===== src/rtl/video_chip_port_interface_core_assert.svh =====
// ----------------------------------------------------------------------------
// Assertion macros for the video chip port interface
// Clocked on clk_i and disabled while rst_ni is low.
// ----------------------------------------------------------------------------
`ifndef VIDEO_CHIP_PORT_INTERFACE_CORE_ASSERT_SVH
`define VIDEO_CHIP_PORT_INTERFACE_CORE_ASSERT_SVH

`ifndef ASSERT_OFF

// The property must hold at every clock edge outside reset.
`define VCPI_ASSERT(lbl, prop, msg) \
  lbl: assert property (@(posedge clk_i) disable iff (!rst_ni) (prop)) else $error(msg);

// The expression must never be true outside reset.
`define VCPI_NEVER(lbl, expr, msg) \
  lbl: assert property (@(posedge clk_i) disable iff (!rst_ni) !(expr)) else $error(msg);

`else

`define VCPI_ASSERT(lbl, prop, msg)
`define VCPI_NEVER(lbl, expr, msg)

`endif

`endif


===== src/rtl/vcpi_pkg.sv =====
// ----------------------------------------------------------------------------
// vcpi_pkg
// Shared types and constants of the video chip port interface.
// ----------------------------------------------------------------------------
`timescale 1ns / 1ps

package vcpi_pkg;

  localparam int VRAM_ADDR_BITS_DEF = 14;
  localparam int VRAM_PORT_BITS     = 14;

  // Register whose write also loads the palette pointer.
  localparam logic [5:0] PAL_REG_INDEX = 6'd16;

  typedef enum logic [1:0] {
    CMD_CTRL = 2'd0,
    CMD_DATA = 2'd1,
    CMD_PAL  = 2'd2,
    CMD_NONE = 2'd3
  } cmd_e;

  typedef struct packed {
    logic                      vram_we;
    logic [VRAM_PORT_BITS-1:0] vram_addr;
    logic [7:0]                vram_data;
    logic                      reg_we;
    logic [5:0]                reg_index;
    logic [7:0]                reg_value;
    logic                      pal_we;
    logic [3:0]                pal_index;
    logic [2:0]                pal_red;
    logic [2:0]                pal_green;
    logic [2:0]                pal_blue;
  } result_t;

endpackage


===== src/rtl/video_chip_port_interface_core.sv =====
// ----------------------------------------------------------------------------
// video_chip_port_interface_core
// Bus side of a video display processor: control latch, video memory
// pointer and palette pair latch, one result per port request.
// Each result is registered in the output register, or in the skid entry while that is held.
// Throughput: one request per cycle while in_stall_o is low; the port state is updated in that cycle.
// A two-entry output stage (result register plus skid) sets the input stall.
// Reset clears all latches, pointers and the output stage at once.
// ----------------------------------------------------------------------------
`timescale 1ns / 1ps

`include "video_chip_port_interface_core_assert.svh"

module video_chip_port_interface_core #(
  parameter int VRAM_ADDR_BITS = vcpi_pkg::VRAM_ADDR_BITS_DEF
) (
  input  logic                                clk_i,
  input  logic                                rst_ni,
  input  logic                                in_valid_i,
  output logic                                in_stall_o,
  input  logic [1:0]                          command_i,
  input  logic [7:0]                          data_i,
  output logic                                out_valid_o,
  input  logic                                out_stall_i,
  output logic                                vram_we_o,
  output logic [vcpi_pkg::VRAM_PORT_BITS-1:0] vram_addr_o,
  output logic [7:0]                          vram_data_o,
  output logic                                reg_we_o,
  output logic [5:0]                          reg_index_o,
  output logic [7:0]                          reg_value_o,
  output logic                                pal_we_o,
  output logic [3:0]                          pal_index_o,
  output logic [2:0]                          pal_red_o,
  output logic [2:0]                          pal_green_o,
  output logic [2:0]                          pal_blue_o
);

  import vcpi_pkg::*;

  logic                      ctrl_phase_q, ctrl_phase_d;
  logic [7:0]                ctrl_latch_q, ctrl_latch_d;
  logic [VRAM_ADDR_BITS-1:0] vram_ptr_q, vram_ptr_d;
  logic                      pal_phase_q, pal_phase_d;
  logic [5:0]                pal_latch_q, pal_latch_d;
  logic [3:0]                pal_ptr_q, pal_ptr_d;

  logic    out_valid_q, skid_valid_q;
  result_t out_q, skid_q, res_new;

  logic in_accept;
  logic out_fire;

  assign in_stall_o = skid_valid_q;
  assign in_accept  = in_valid_i && !skid_valid_q;
  assign out_fire   = out_valid_q && !out_stall_i;

  always_comb begin
    res_new      = '0;
    ctrl_phase_d = ctrl_phase_q;
    ctrl_latch_d = ctrl_latch_q;
    vram_ptr_d   = vram_ptr_q;
    pal_phase_d  = pal_phase_q;
    pal_latch_d  = pal_latch_q;
    pal_ptr_d    = pal_ptr_q;
    case (command_i)
      CMD_CTRL: begin
        if (!ctrl_phase_q) begin
          ctrl_latch_d = data_i;
          ctrl_phase_d = 1'b1;
        end else begin
          ctrl_phase_d = 1'b0;
          if (data_i[7]) begin
            res_new.reg_we    = 1'b1;
            res_new.reg_index = data_i[5:0];
            res_new.reg_value = ctrl_latch_q;
            if (data_i[5:0] == PAL_REG_INDEX) begin
              pal_ptr_d   = ctrl_latch_q[3:0];
              pal_phase_d = 1'b0;
            end
          end else begin
            // The pointer load gives fourteen bits, zero-extended or truncated to VRAM_ADDR_BITS.
            vram_ptr_d = VRAM_ADDR_BITS'({data_i[5:0], ctrl_latch_q});
          end
        end
      end
      CMD_DATA: begin
        ctrl_phase_d      = 1'b0;
        res_new.vram_we   = 1'b1;
        res_new.vram_addr = vram_ptr_q[VRAM_PORT_BITS-1:0];
        res_new.vram_data = data_i;
        vram_ptr_d        = vram_ptr_q + VRAM_ADDR_BITS'(1);
      end
      CMD_PAL: begin
        if (!pal_phase_q) begin
          pal_latch_d = {data_i[6:4], data_i[2:0]};
          pal_phase_d = 1'b1;
        end else begin
          pal_phase_d       = 1'b0;
          res_new.pal_we    = 1'b1;
          res_new.pal_index = pal_ptr_q;
          res_new.pal_red   = pal_latch_q[5:3];
          res_new.pal_green = data_i[2:0];
          res_new.pal_blue  = pal_latch_q[2:0];
          pal_ptr_d         = pal_ptr_q + 4'd1;
        end
      end
      default: begin
      end
    endcase
  end

  always_ff @(posedge clk_i or negedge rst_ni) begin
    if (!rst_ni) begin
      ctrl_phase_q <= 1'b0;
      ctrl_latch_q <= '0;
      vram_ptr_q   <= '0;
      pal_phase_q  <= 1'b0;
      pal_latch_q  <= '0;
      pal_ptr_q    <= '0;
    end else if (in_accept) begin
      ctrl_phase_q <= ctrl_phase_d;
      ctrl_latch_q <= ctrl_latch_d;
      vram_ptr_q   <= vram_ptr_d;
      pal_phase_q  <= pal_phase_d;
      pal_latch_q  <= pal_latch_d;
      pal_ptr_q    <= pal_ptr_d;
    end
  end

  // A result taken while the output register is held goes to the skid entry,
  // which drains into the output register ahead of any new request.
  always_ff @(posedge clk_i or negedge rst_ni) begin
    if (!rst_ni) begin
      out_valid_q  <= 1'b0;
      skid_valid_q <= 1'b0;
    end else if (out_fire || !out_valid_q) begin
      if (skid_valid_q) begin
        out_valid_q  <= 1'b1;
        skid_valid_q <= 1'b0;
      end else begin
        out_valid_q <= in_accept;
      end
    end else if (in_accept) begin
      skid_valid_q <= 1'b1;
    end
  end

  always_ff @(posedge clk_i) begin
    if (out_fire || !out_valid_q) begin
      if (skid_valid_q) begin
        out_q <= skid_q;
      end else if (in_accept) begin
        out_q <= res_new;
      end
    end else if (in_accept) begin
      skid_q <= res_new;
    end
  end

  assign out_valid_o = out_valid_q;
  assign vram_we_o   = out_q.vram_we;
  assign vram_addr_o = out_q.vram_addr;
  assign vram_data_o = out_q.vram_data;
  assign reg_we_o    = out_q.reg_we;
  assign reg_index_o = out_q.reg_index;
  assign reg_value_o = out_q.reg_value;
  assign pal_we_o    = out_q.pal_we;
  assign pal_index_o = out_q.pal_index;
  assign pal_red_o   = out_q.pal_red;
  assign pal_green_o = out_q.pal_green;
  assign pal_blue_o  = out_q.pal_blue;

  `VCPI_ASSERT(a_one_strobe, out_valid_q |-> $onehot0({vram_we_o, reg_we_o, pal_we_o}), "more than one write strobe in a result")
  `VCPI_NEVER(a_skid_alone, skid_valid_q && !out_valid_q, "skid entry full while output register is empty")
  `VCPI_ASSERT(a_data_clears_ctrl, (in_accept && command_i == CMD_DATA) |=> !ctrl_phase_q, "data request left the control latch half full")
  `VCPI_ASSERT(a_ptr_advance, (in_accept && command_i == CMD_DATA) |=> vram_ptr_q == $past(vram_ptr_q) + VRAM_ADDR_BITS'(1), "video memory pointer did not advance after a data request")

endmodule


===== config.mk =====
export PLATFORM = sky130hd
export DESIGN_NAME = video_chip_port_interface_core
export DESIGN_NICKNAME = d
export VERILOG_FILES = /design/src/rtl/vcpi_pkg.sv /design/src/rtl/video_chip_port_interface_core.sv
export VERILOG_INCLUDE_DIRS = /design/src /design/src/rtl
export SDC_FILE = /design/constraint.sdc
export NUM_CORES = 1
export LEC_CHECK = 0
export BUFFER_PORTS_ARGS = -buffer_cell sky130_fd_sc_hd__clkbuf_2
export CORE_MARGIN = 4
export CORE_UTILIZATION = 58
export DETAILED_ROUTE_END_ITERATION = 8
export PLACE_DENSITY_LB_ADDON = 0.1
export REMOVE_ABC_BUFFERS = 1
export SYNTH_ARGS = -nofsm -noshare
export SYNTH_HDL_FRONTEND = slang
export SYNTH_SLANG_ARGS = --single-unit

===== constraint.sdc =====
create_clock -name clk_i -period 5.06 [get_ports clk_i]
set_input_delay 0.506 -clock clk_i [delete_from_list [all_inputs] [get_ports clk_i]]
set_output_delay 0.506 -clock clk_i [all_outputs]
set_load 0.03 [all_outputs]

==> flow_metrics.tcl, run 1 <==
set metrics [dict create \
    gp_congestion 0.853 \
    cts_hold_buf 0 \
    gr-total-overflow 0 \
    drt_wl_total_um 11500 \
    drt-vias-per-instance 5.69 \
    grt_pass1_wl_um 18800 \
    synthFlopType "edfxtp_1" \
    cap_violations 0 \
    cp-startpoint "in_stall_o$_DFFE_PN0P_" \
    htree_num_levels 4 \
    ant_nets 0 \
    synthesis.area_um2 5920 \
    synth-seq-cells 140 \
    die_w_um 109 \
    rsz0062_at_grt "false" \
    dp_hpwl_um 7190 \
    max_freq_ghz 0.369 \
    worst_pin_slew_ns 1.17 \
    crit_arrival_ns 2.91 \
    leakage_uw 0.00286 \
    grt_pass1_vias 3618 \
    status "complete, no violations" \
    fin_crit_ns 2.71 \
    final_common_cell "edfxtp_1" \
    cts.path.max_buffers 2 \
    core-area_um2 9860 \
    cp_data_required_time_ns 5.25 \
    drtPass1Iterations 4 \
    final_cell_mix "edfxtp_1, clkbuf_2, mux2_2" \
    async_reset_ff_frac 0.257 \
    antenna_found_initial 0 \
    port_buffers 67 \
    routedWlPerCell_um 18.1 \
    die_h_um 109 \
    drcViolationCount 0 \
    hold_ws_ns 0.130 \
    ir_worst_vdd_uv 248 \
    numCtsBuffers 17 \
    die_area_um2 11900 \
    ctsResizeCount 0 \
    drv_slew 0 \
    yosysWarnings 0 \
    rows 36 \
    rrSetupSlack_ns 2.35 \
    io_pins 68 \
    max_slew_margin 0.213 \
    synthCells 422 \
    worstSetupEndpointType "flop" \
    grt_max_degree 41 \
    initialDrtViolationCount 247 \
    finalSetupViolations 0 \
    diodes 0 \
    synthDistinctLibCells 46 \
    synth-edff-count 104 \
    clkLatencyLatePin_ns 0.52 \
    min_path_type "input pin to asynchronous set/reset pin" \
    cts_num_sinks 140 \
    num_vias 3621 \
    area_growth_pct 18.9 \
    clkSlewWorstSetupHoldPaths_ns 0.06 \
    path_class "flop to flop" \
    critPathMaxFanout 38 \
    final_nets 506 \
    post_cts_buffers 0 \
    ys_seq_area_frac 0.680 \
    cts_tree "done" \
    r2r_start "in_stall_o$_DFFE_PN0P_" \
    skew_ns 0.00531 \
    cts-root-buf "clkbuf_8" \
    synth.avg_cell_area_um2 14.0 \
    hold_viol_final 0 \
    drive_gt1_frac 0.320 \
    initial_utilization 0.600 \
    tns_ns 0 \
    worst_setup_path_start_kind "flop" \
    powerDensity_nw_per_um2 491 \
    grt_usage 0.213 \
    period_share 0.536 \
]
[worst paths after layout]
kind                                         endpoint  depth (start not counted)
max                          reg_value_o[0]$_DFFE_PP_                          3
min                           out_valid_o$_DFFE_PN0N_                          1
max reg2reg                  reg_value_o[0]$_DFFE_PP_                          3
min reg2reg                vram_ptr_q[13]$_DFFE_PN0P_                          1
max in group asynchronous      in_stall_o$_DFFE_PN0P_                          1
min in group clk_i            out_valid_o$_DFFE_PN0N_                          3
[per-stage QoR]
stage	std cells	setup slack (ns)	total power, uW	area, um^2	utilization
2_1_floorplan	401	0.108	1900	5810	-
3_3_place_gp	604	2.37	2040	6360	0.645
6_report	636	2.35	3460	7040	0.713
3_5_place_dp	604	2.29	2060	6360	0.645
4_1_cts	636	2.26	3480	7040	0.713
5_1_grt	636	2.08	3610	7040	0.713
[layer usage]
metal / track usage / up-vias / routed length (um)
met5: 0 / - / 0
met4: 0.0757 / 0 / 196
met3: 0.0616 / 17 / 702
met2: 0.322 / 108 / 5360
met1: 0.296 / 1783 / 5270
li1: - / 1713 / -
[cell usage after synthesis, drive strengths merged (3+ instances only)]
| library cell | number | area (um^2) |
|---|---|---|
| a21oi | 19 | 95.1 |
| a31oi | 4 | 25.0 |
| and2 | 27 | 169 |
| and3 | 13 | 81.3 |
| buf | 13 | 73.8 |
| clkbuf | 8 | 30.0 |
| dfrtp | 36 | 901 |
| edfxtp | 104 | 3120 |
| inv | 14 | 52.6 |
| mux2 | 53 | 597 |
| mux2i | 4 | 40.0 |
| nand2 | 39 | 146 |
| nand2b | 5 | 31.3 |
| nand3 | 6 | 30.0 |
| nand4 | 3 | 18.8 |
| nor2 | 11 | 41.3 |
| nor3 | 5 | 30.0 |
| nor4 | 3 | 33.8 |
| o21a | 3 | 22.5 |
| o21ai | 17 | 85.1 |
| o22ai | 5 | 31.3 |
| o31ai | 4 | 30.0 |
| o32ai | 3 | 26.3 |
[cells by family (layout without fill, tap and decap cells)]
logic type,count (synthesis),count (layout),share of synthesized area
AND/OR/NAND/NOR,121,121,0.111
flip-flops,140,140,0.680
AO/OA/AOI/OAI,67,67,0.0706
adder cells (fa/ha/maj),2,2,0.00423
multiplexers,57,57,0.108
buffers and inverters,35,116,0.0264
[critical path: stages (launching register included)]
cell and delay, ns:
dfrtp_2 0.79, nor2_1 0.22, a21oi_4 0.91, buf_4 0.44
[flip-flops by register name, indices dropped and copies added (netlist names)]
register	cells
vram_ptr_q	14
pal_ptr_q	4
out_valid_o	1
pal_phase_q	1
vram_addr_o	14
vram_data_o	8
pal_red_o	3
skid_q	52
pal_latch_q	6
reg_value_o	8
vram_we_o	1
pal_green_o	3
pal_index_o	4
reg_we_o	1
in_stall_o	1
ctrl_phase_q	1
pal_we_o	1
ctrl_latch_q	8
reg_index_o	6
pal_blue_o	3
[power by group]
group	internal (uW)	total, uW	leakage (uW)	switching (uW)
Clock	961	1410	0.000327	448
Sequential	1420	1560	0.00143	135
Combinational	189	488	0.00110	299
Total	2570	3460	0.00286	883
[layout make-up]
class	count	area, um^2
Inverter	14	52.6
Timing Repair Buffer	70	358
Multi-Input combinational cell	247	1760
Fill cell	662	2830
Clock inverter	12	240
Clock buffer	20	435
Sequential cell	140	4030
Tap cell	133	166
Power figures use the tool's default switching activity.
==> run 2, diff against run 1 <==
Settings changed: CORE_UTILIZATION 58 to 52.
Clock period 5.06 ns to 2.4 ns, I/O delays scaled along.
==> run 2 against run 1 <==
Effect of this change: global-route usage shrank 2.0 points; sequential share of layout area grew 0.13 points; cell count grew 2.4%; clock skew grew 0.0030 ns; critical path depth grew 1; design area shrank 0.23%; flip-flop and latch count is the same; maximum frequency grew 42%; clock-buffer cell count shrank 3; power grew 100%; combinational power grew 120%; worst hold slack lost 0.0073 ns; largest cell class unchanged.
==> flow_metrics.tcl, run 2 (synthesized netlist as in run 1, its figures left out) <==
set metrics [dict create \
    status "complete, no violations" \
    cpPeakStageDelay_ns 0.47 \
    area_growth_pct 18.7 \
    worstPathCellList "buf_4, nor2_1, a21oi_4, buf_12" \
    htree_num_levels 4 \
    worst_pin_slew_ns 0.929 \
    initialDrtViolationCount 202 \
    largest_reg_flops 52 \
    cp_data_required_time_ns 2.48 \
    antenna_found_initial 0 \
    grt_pass1_wl_um 19400 \
    rows 38 \
    design_area_um2 7020 \
    drive_gt1_frac 0.327 \
    port_buffers 67 \
    drt-vias-per-instance 5.57 \
    min_path_type "input pin to flop" \
    worst_setup_path_start_kind "flop" \
    top_register "skid_q" \
    num_vias 3628 \
    cts_tree "done" \
    ant_nets 0 \
    initial_utilization 0.539 \
    post_cts_buffers 0 \
    place_area_um2 6430 \
    grt_max_degree 53 \
    crit_arrival_ns 1.98 \
    dp_hpwl_um 7330 \
    fin_cells 651 \
    numCtsBuffers 17 \
    grt_pass1_vias 3677 \
    multi_input_area_um2 1760 \
    leakage_uw 0.00286 \
    cp_num_buf_inv 2 \
    power_uw 6900 \
    max_slew_margin 0.380 \
    routedWlPerCell_um 17.9 \
    worstSetupEndpointType "flop" \
    die_h_um 115 \
    ctsResizeCount 0 \
    r2r_start "in_stall_o$_DFFE_PN0P_" \
    skew_ns 0.00831 \
    diodes 0 \
    final_common_cell "edfxtp_1" \
    hold_viol_final 0 \
    grt_usage 0.192 \
    tns_ns 0 \
    dp_cells 618 \
    cts.path.max_buffers 2 \
    finalSetupViolations 0 \
    cap_violations 0 \
    cts_hold_buf 1 \
    die_w_um 115 \
    endpoint "reg_value_o[2]$_DFFE_PP_" \
    powerDensity_nw_per_um2 982 \
    max_freq_ghz 0.524 \
    critPathMaxFanout 52 \
    clkSlewWorstSetupHoldPaths_ns 0.06 \
    gp_congestion 0.803 \
    drt_wl_total_um 11700 \
    io_pins 68 \
    cp-startpoint "in_stall_o$_DFFE_PN0P_" \
    die_area_um2 13100 \
    ir_worst_vdd_uv 452 \
    period_share 0.795 \
    drcViolationCount 0 \
    cp.depth 4 \
    cp_slowest_cell "buf_4" \
    drv_slew 0 \
    hold_ws_ns 0.122 \
    final_nets 514 \
    cts-root-buf "clkbuf_16" \
    final_cell_mix "edfxtp_1, clkbuf_2, mux2_2" \
    drtPass1Iterations 5 \
    core-area_um2 11000 \
    r2r_end "reg_value_o[2]$_DFFE_PP_" \
    cts_num_sinks 140 \
    clkLatencyLatePin_ns 0.41 \
    gr-total-overflow 0 \
    fin_crit_ns 1.91 \
    reg2reg_depth 4 \
    nFillCells 815 \
    path_class "flop to flop" \
    rrSetupSlack_ns 0.49 \
    seqCellArea_um2 4030 \
    rsz0062_at_grt "false" \
    cp_top_family "buffers and inverters" \
]
[run 2: cell count changes in the layout (fill, tap and decap cells not counted), sizes merged]
| cell | change |
|---|---|
| buf | +7 |
| clkinv | +7 |
| bufinv | -4 |
| clkbuf | -3 |
| clkinvlp | +1 |
| dlygate4sd3 | +1 |
| inv | -1 |
[run 2: final cells by class]
| cell class | instances | share of cell area |
|---|---|---|
| tap | 140 | 0.0249 |
| multi-input combinational | 247 | 0.250 |
| timing repair buffer | 78 | 0.0617 |
| clock buffer | 17 | 0.0606 |
| clock inverter | 15 | 0.0221 |
| inverter | 14 | 0.00748 |
| sequential | 140 | 0.573 |
[run 2: worst min path at each step]
stage	startpoint	endpoint	slack, ns	cells past startpoint
floorplan	rst_ni	ctrl_latch_q[0]$_DFFE_PN0P_	-0.06	0
global placement	rst_ni	pal_ptr_q[1]$_DFFE_PN0P_	0.43	1
detailed placement	rst_ni	pal_ptr_q[1]$_DFFE_PN0P_	0.42	1
CTS	data_i[6]	pal_latch_q[5]$_DFFE_PN0P_	0.11	2
global route	data_i[6]	pal_latch_q[5]$_DFFE_PN0P_	0.11	2
finish	data_i[6]	pal_latch_q[5]$_DFFE_PN0P_	0.12	2
[run 2: power by group]
group / internal [uW] / switching [uW]
Clock: 1610 / 958
Sequential: 3000 / 278
Combinational: 411 / 639
Total: 5020 / 1880
[run 2: layer usage]
layer	wire [um]	vias to the layer above	global-route usage
li1	-	1733	-
met1	5430	1782	0.275
met2	5430	100	0.289
met3	651	13	0.0502
met4	155	0	0.0633
met5	0	-	0
[run 2: metrics by stage]
stage | setup WS, ns | util
after floorplan | -2.55 | -
after global placement | 0.541 | 0.586
after detailed placement | 0.485 | 0.586
after CTS | 0.466 | 0.639
after global routing | 0.389 | 0.639
final | 0.492 | 0.639
==> run 3, diff against run 2 <==
Clock period 2.4 ns to 1.5 ns, I/O delays scaled along.
==> run 3 against run 2 <==
Effect of this change: flip-flop and latch count is the same; combinational power grew 120%; design area grew 10%; core utilization grew 6.4 points; power grew 73%; clock power grew 74%; largest power group unchanged; critical path depth grew 2; critical path type unchanged; sequential share of layout area shrank 5.2 points.
==> flow_metrics.tcl, run 3 (synthesized netlist as in run 1, its figures left out) <==
set metrics [dict create \
    hold_ws_ns 0.0264 \
    cts_num_sinks 140 \
    max_slew_margin 0.751 \
    die_h_um 115 \
    holdPathStages 2 \
    crit_arrival_ns 1.61 \
    seqCellArea_um2 4030 \
    grt_pass1_vias 3941 \
    numCtsBuffers 17 \
    io_pins 68 \
    hold_viol_final 0 \
    area_growth_pct 30.5 \
    initial_utilization 0.539 \
    die_w_um 115 \
    grt_max_degree 34 \
    critPathMaxFanout 14 \
    finalSetupViolations 0 \
    cp_data_required_time_ns 1.63 \
    clkLatencyLatePin_ns 0.42 \
    final_cell_mix "edfxtp_1, clkbuf_2, mux2_2" \
    cts-root-buf "clkbuf_16" \
    period_share 0.987 \
    die_area_um2 13100 \
    rsz0062_at_grt "true" \
    drive_gt1_frac 0.405 \
    largest_reg_flops 52 \
    drt_wl_total_um 13600 \
    core-area_um2 11000 \
    worst_pin_slew_ns 0.369 \
    drtPass1Iterations 5 \
    worst_setup_path_start_kind "flop" \
    port_buffers 67 \
    num_vias 3950 \
    fin_crit_ns 1.48 \
    gr-total-overflow 0 \
    top_register "skid_q" \
    ant_nets 0 \
    drcViolationCount 0 \
    status "complete, no violations" \
    cts.path.max_buffers 2 \
    final_common_cell "edfxtp_1" \
    grt_usage 0.215 \
    tns_ns 0 \
    initialDrtViolationCount 336 \
    min_path_type "input pin to flop" \
    cap_violations 0 \
    multi_input_area_um2 1850 \
    antenna_found_initial 0 \
    drt-vias-per-instance 5.66 \
    power_uw 12000 \
    max_freq_ghz 0.675 \
    clkSlewWorstSetupHoldPaths_ns 0.06 \
    reg2reg_depth 6 \
    routedWlPerCell_um 19.4 \
    drv_slew 0 \
    skew_ns 0.0116 \
    worstSetupEndpointType "flop" \
    nFillCells 757 \
    powerDensity_nw_per_um2 1550 \
    rows 38 \
    grt_pass1_wl_um 21400 \
    htree_num_levels 4 \
    path_class "flop to flop" \
    ir_worst_vdd_uv 946 \
    gp_congestion 0.882 \
    dp_hpwl_um 8440 \
    leakage_uw 0.00321 \
    diodes 0 \
    final_nets 561 \
    cts_tree "done" \
]
## run 3: cell count changes in the layout (fill, tap and decap cells not counted), sizes merged
| cell | before | now |
|---|---|---|
| bufbuf | 0 | 2 |
| buf | 10 | 54 |
| clkbuf | 84 | 90 |
| clkinvlp | 2 | 3 |
| clkinv | 10 | 3 |
| bufinv | 3 | 4 |
## run 3: path summary, 6_finish.rpt
kind | startpoint | to | slack, ns
max | in_stall_o$_DFFE_PN0P_ | reg_value_o[7]$_DFFE_PP_ | 0.02
min | data_i[6] | pal_latch_q[5]$_DFFE_PN0P_ | 0.03
max reg2reg | in_stall_o$_DFFE_PN0P_ | reg_value_o[7]$_DFFE_PP_ | 0.02
min reg2reg | pal_latch_q[4]$_DFFE_PN0P_ | pal_latch_q[4]$_DFFE_PN0P_ | 0.51
max in group asynchronous | rst_ni | vram_ptr_q[5]$_DFFE_PN0P_ | 0.80
min in group asynchronous | rst_ni | out_valid_o$_DFFE_PN0N_ | 0.17
## run 3: power breakdown
part / leakage (uW) / internal [uW] / total (uW) / switching (uW)
clock: 0.000297 / 2870 / 4480 / 1610
sequential: 0.00142 / 4800 / 5200 / 394
combinational: 0.00148 / 1010 / 2290 / 1280
## run 3: routing by layer
| metal | track usage | vias to the layer above | wire [um] |
|---|---|---|---|
| met3 | 0.0518 | 22 | 779 |
| li1 | - | 1825 | - |
| met2 | 0.327 | 120 | 6430 |
| met5 | 0 | - | 0 |
| met4 | 0.0768 | 0 | 200 |
| met1 | 0.304 | 1983 | 6160 |
## run 3: cell type report
cell class / count / area share
clock buffers: 22 / 0.0601
clock inverters: 10 / 0.0214
inverters: 14 / 0.00681
multi-input cells: 247 / 0.239
flip-flops and latches: 140 / 0.521
well taps: 140 / 0.0227
repair buffers: 125 / 0.129
## run 3: through the flow
stage / cells / setup WS, ns / cell area, um^2 / util
2_1_floorplan: 401 / -3.45 / 5810 / -
3_3_place_gp: 653 / -0.176 / 6760 / 0.615
3_5_place_dp: 653 / -0.162 / 6760 / 0.615
4_1_cts: 694 / -0.00369 / 7600 / 0.692
5_1_grt: 698 / -0.0954 / 7720 / 0.703
6_report: 698 / 0.0192 / 7720 / 0.703
## run 3: critical path, stage by stage (launching register included)
cell,delay [ns]
dfrtp_2,0.37
buf_6,0.14
buf_12,0.12
nor2_4,0.05
a21oi_4,0.18
buf_12,0.16
buf_12,0.15
## run 3: repair_timing
item                                    CTS  global route
gates resized for setup                  15            15
setup buffers                             5             2
endpoints found under the hold margin    35             0
pin swaps                                 1             5
cloned                                    3             2
endpoints found under the setup margin  154            61
hold buffers                              1             0
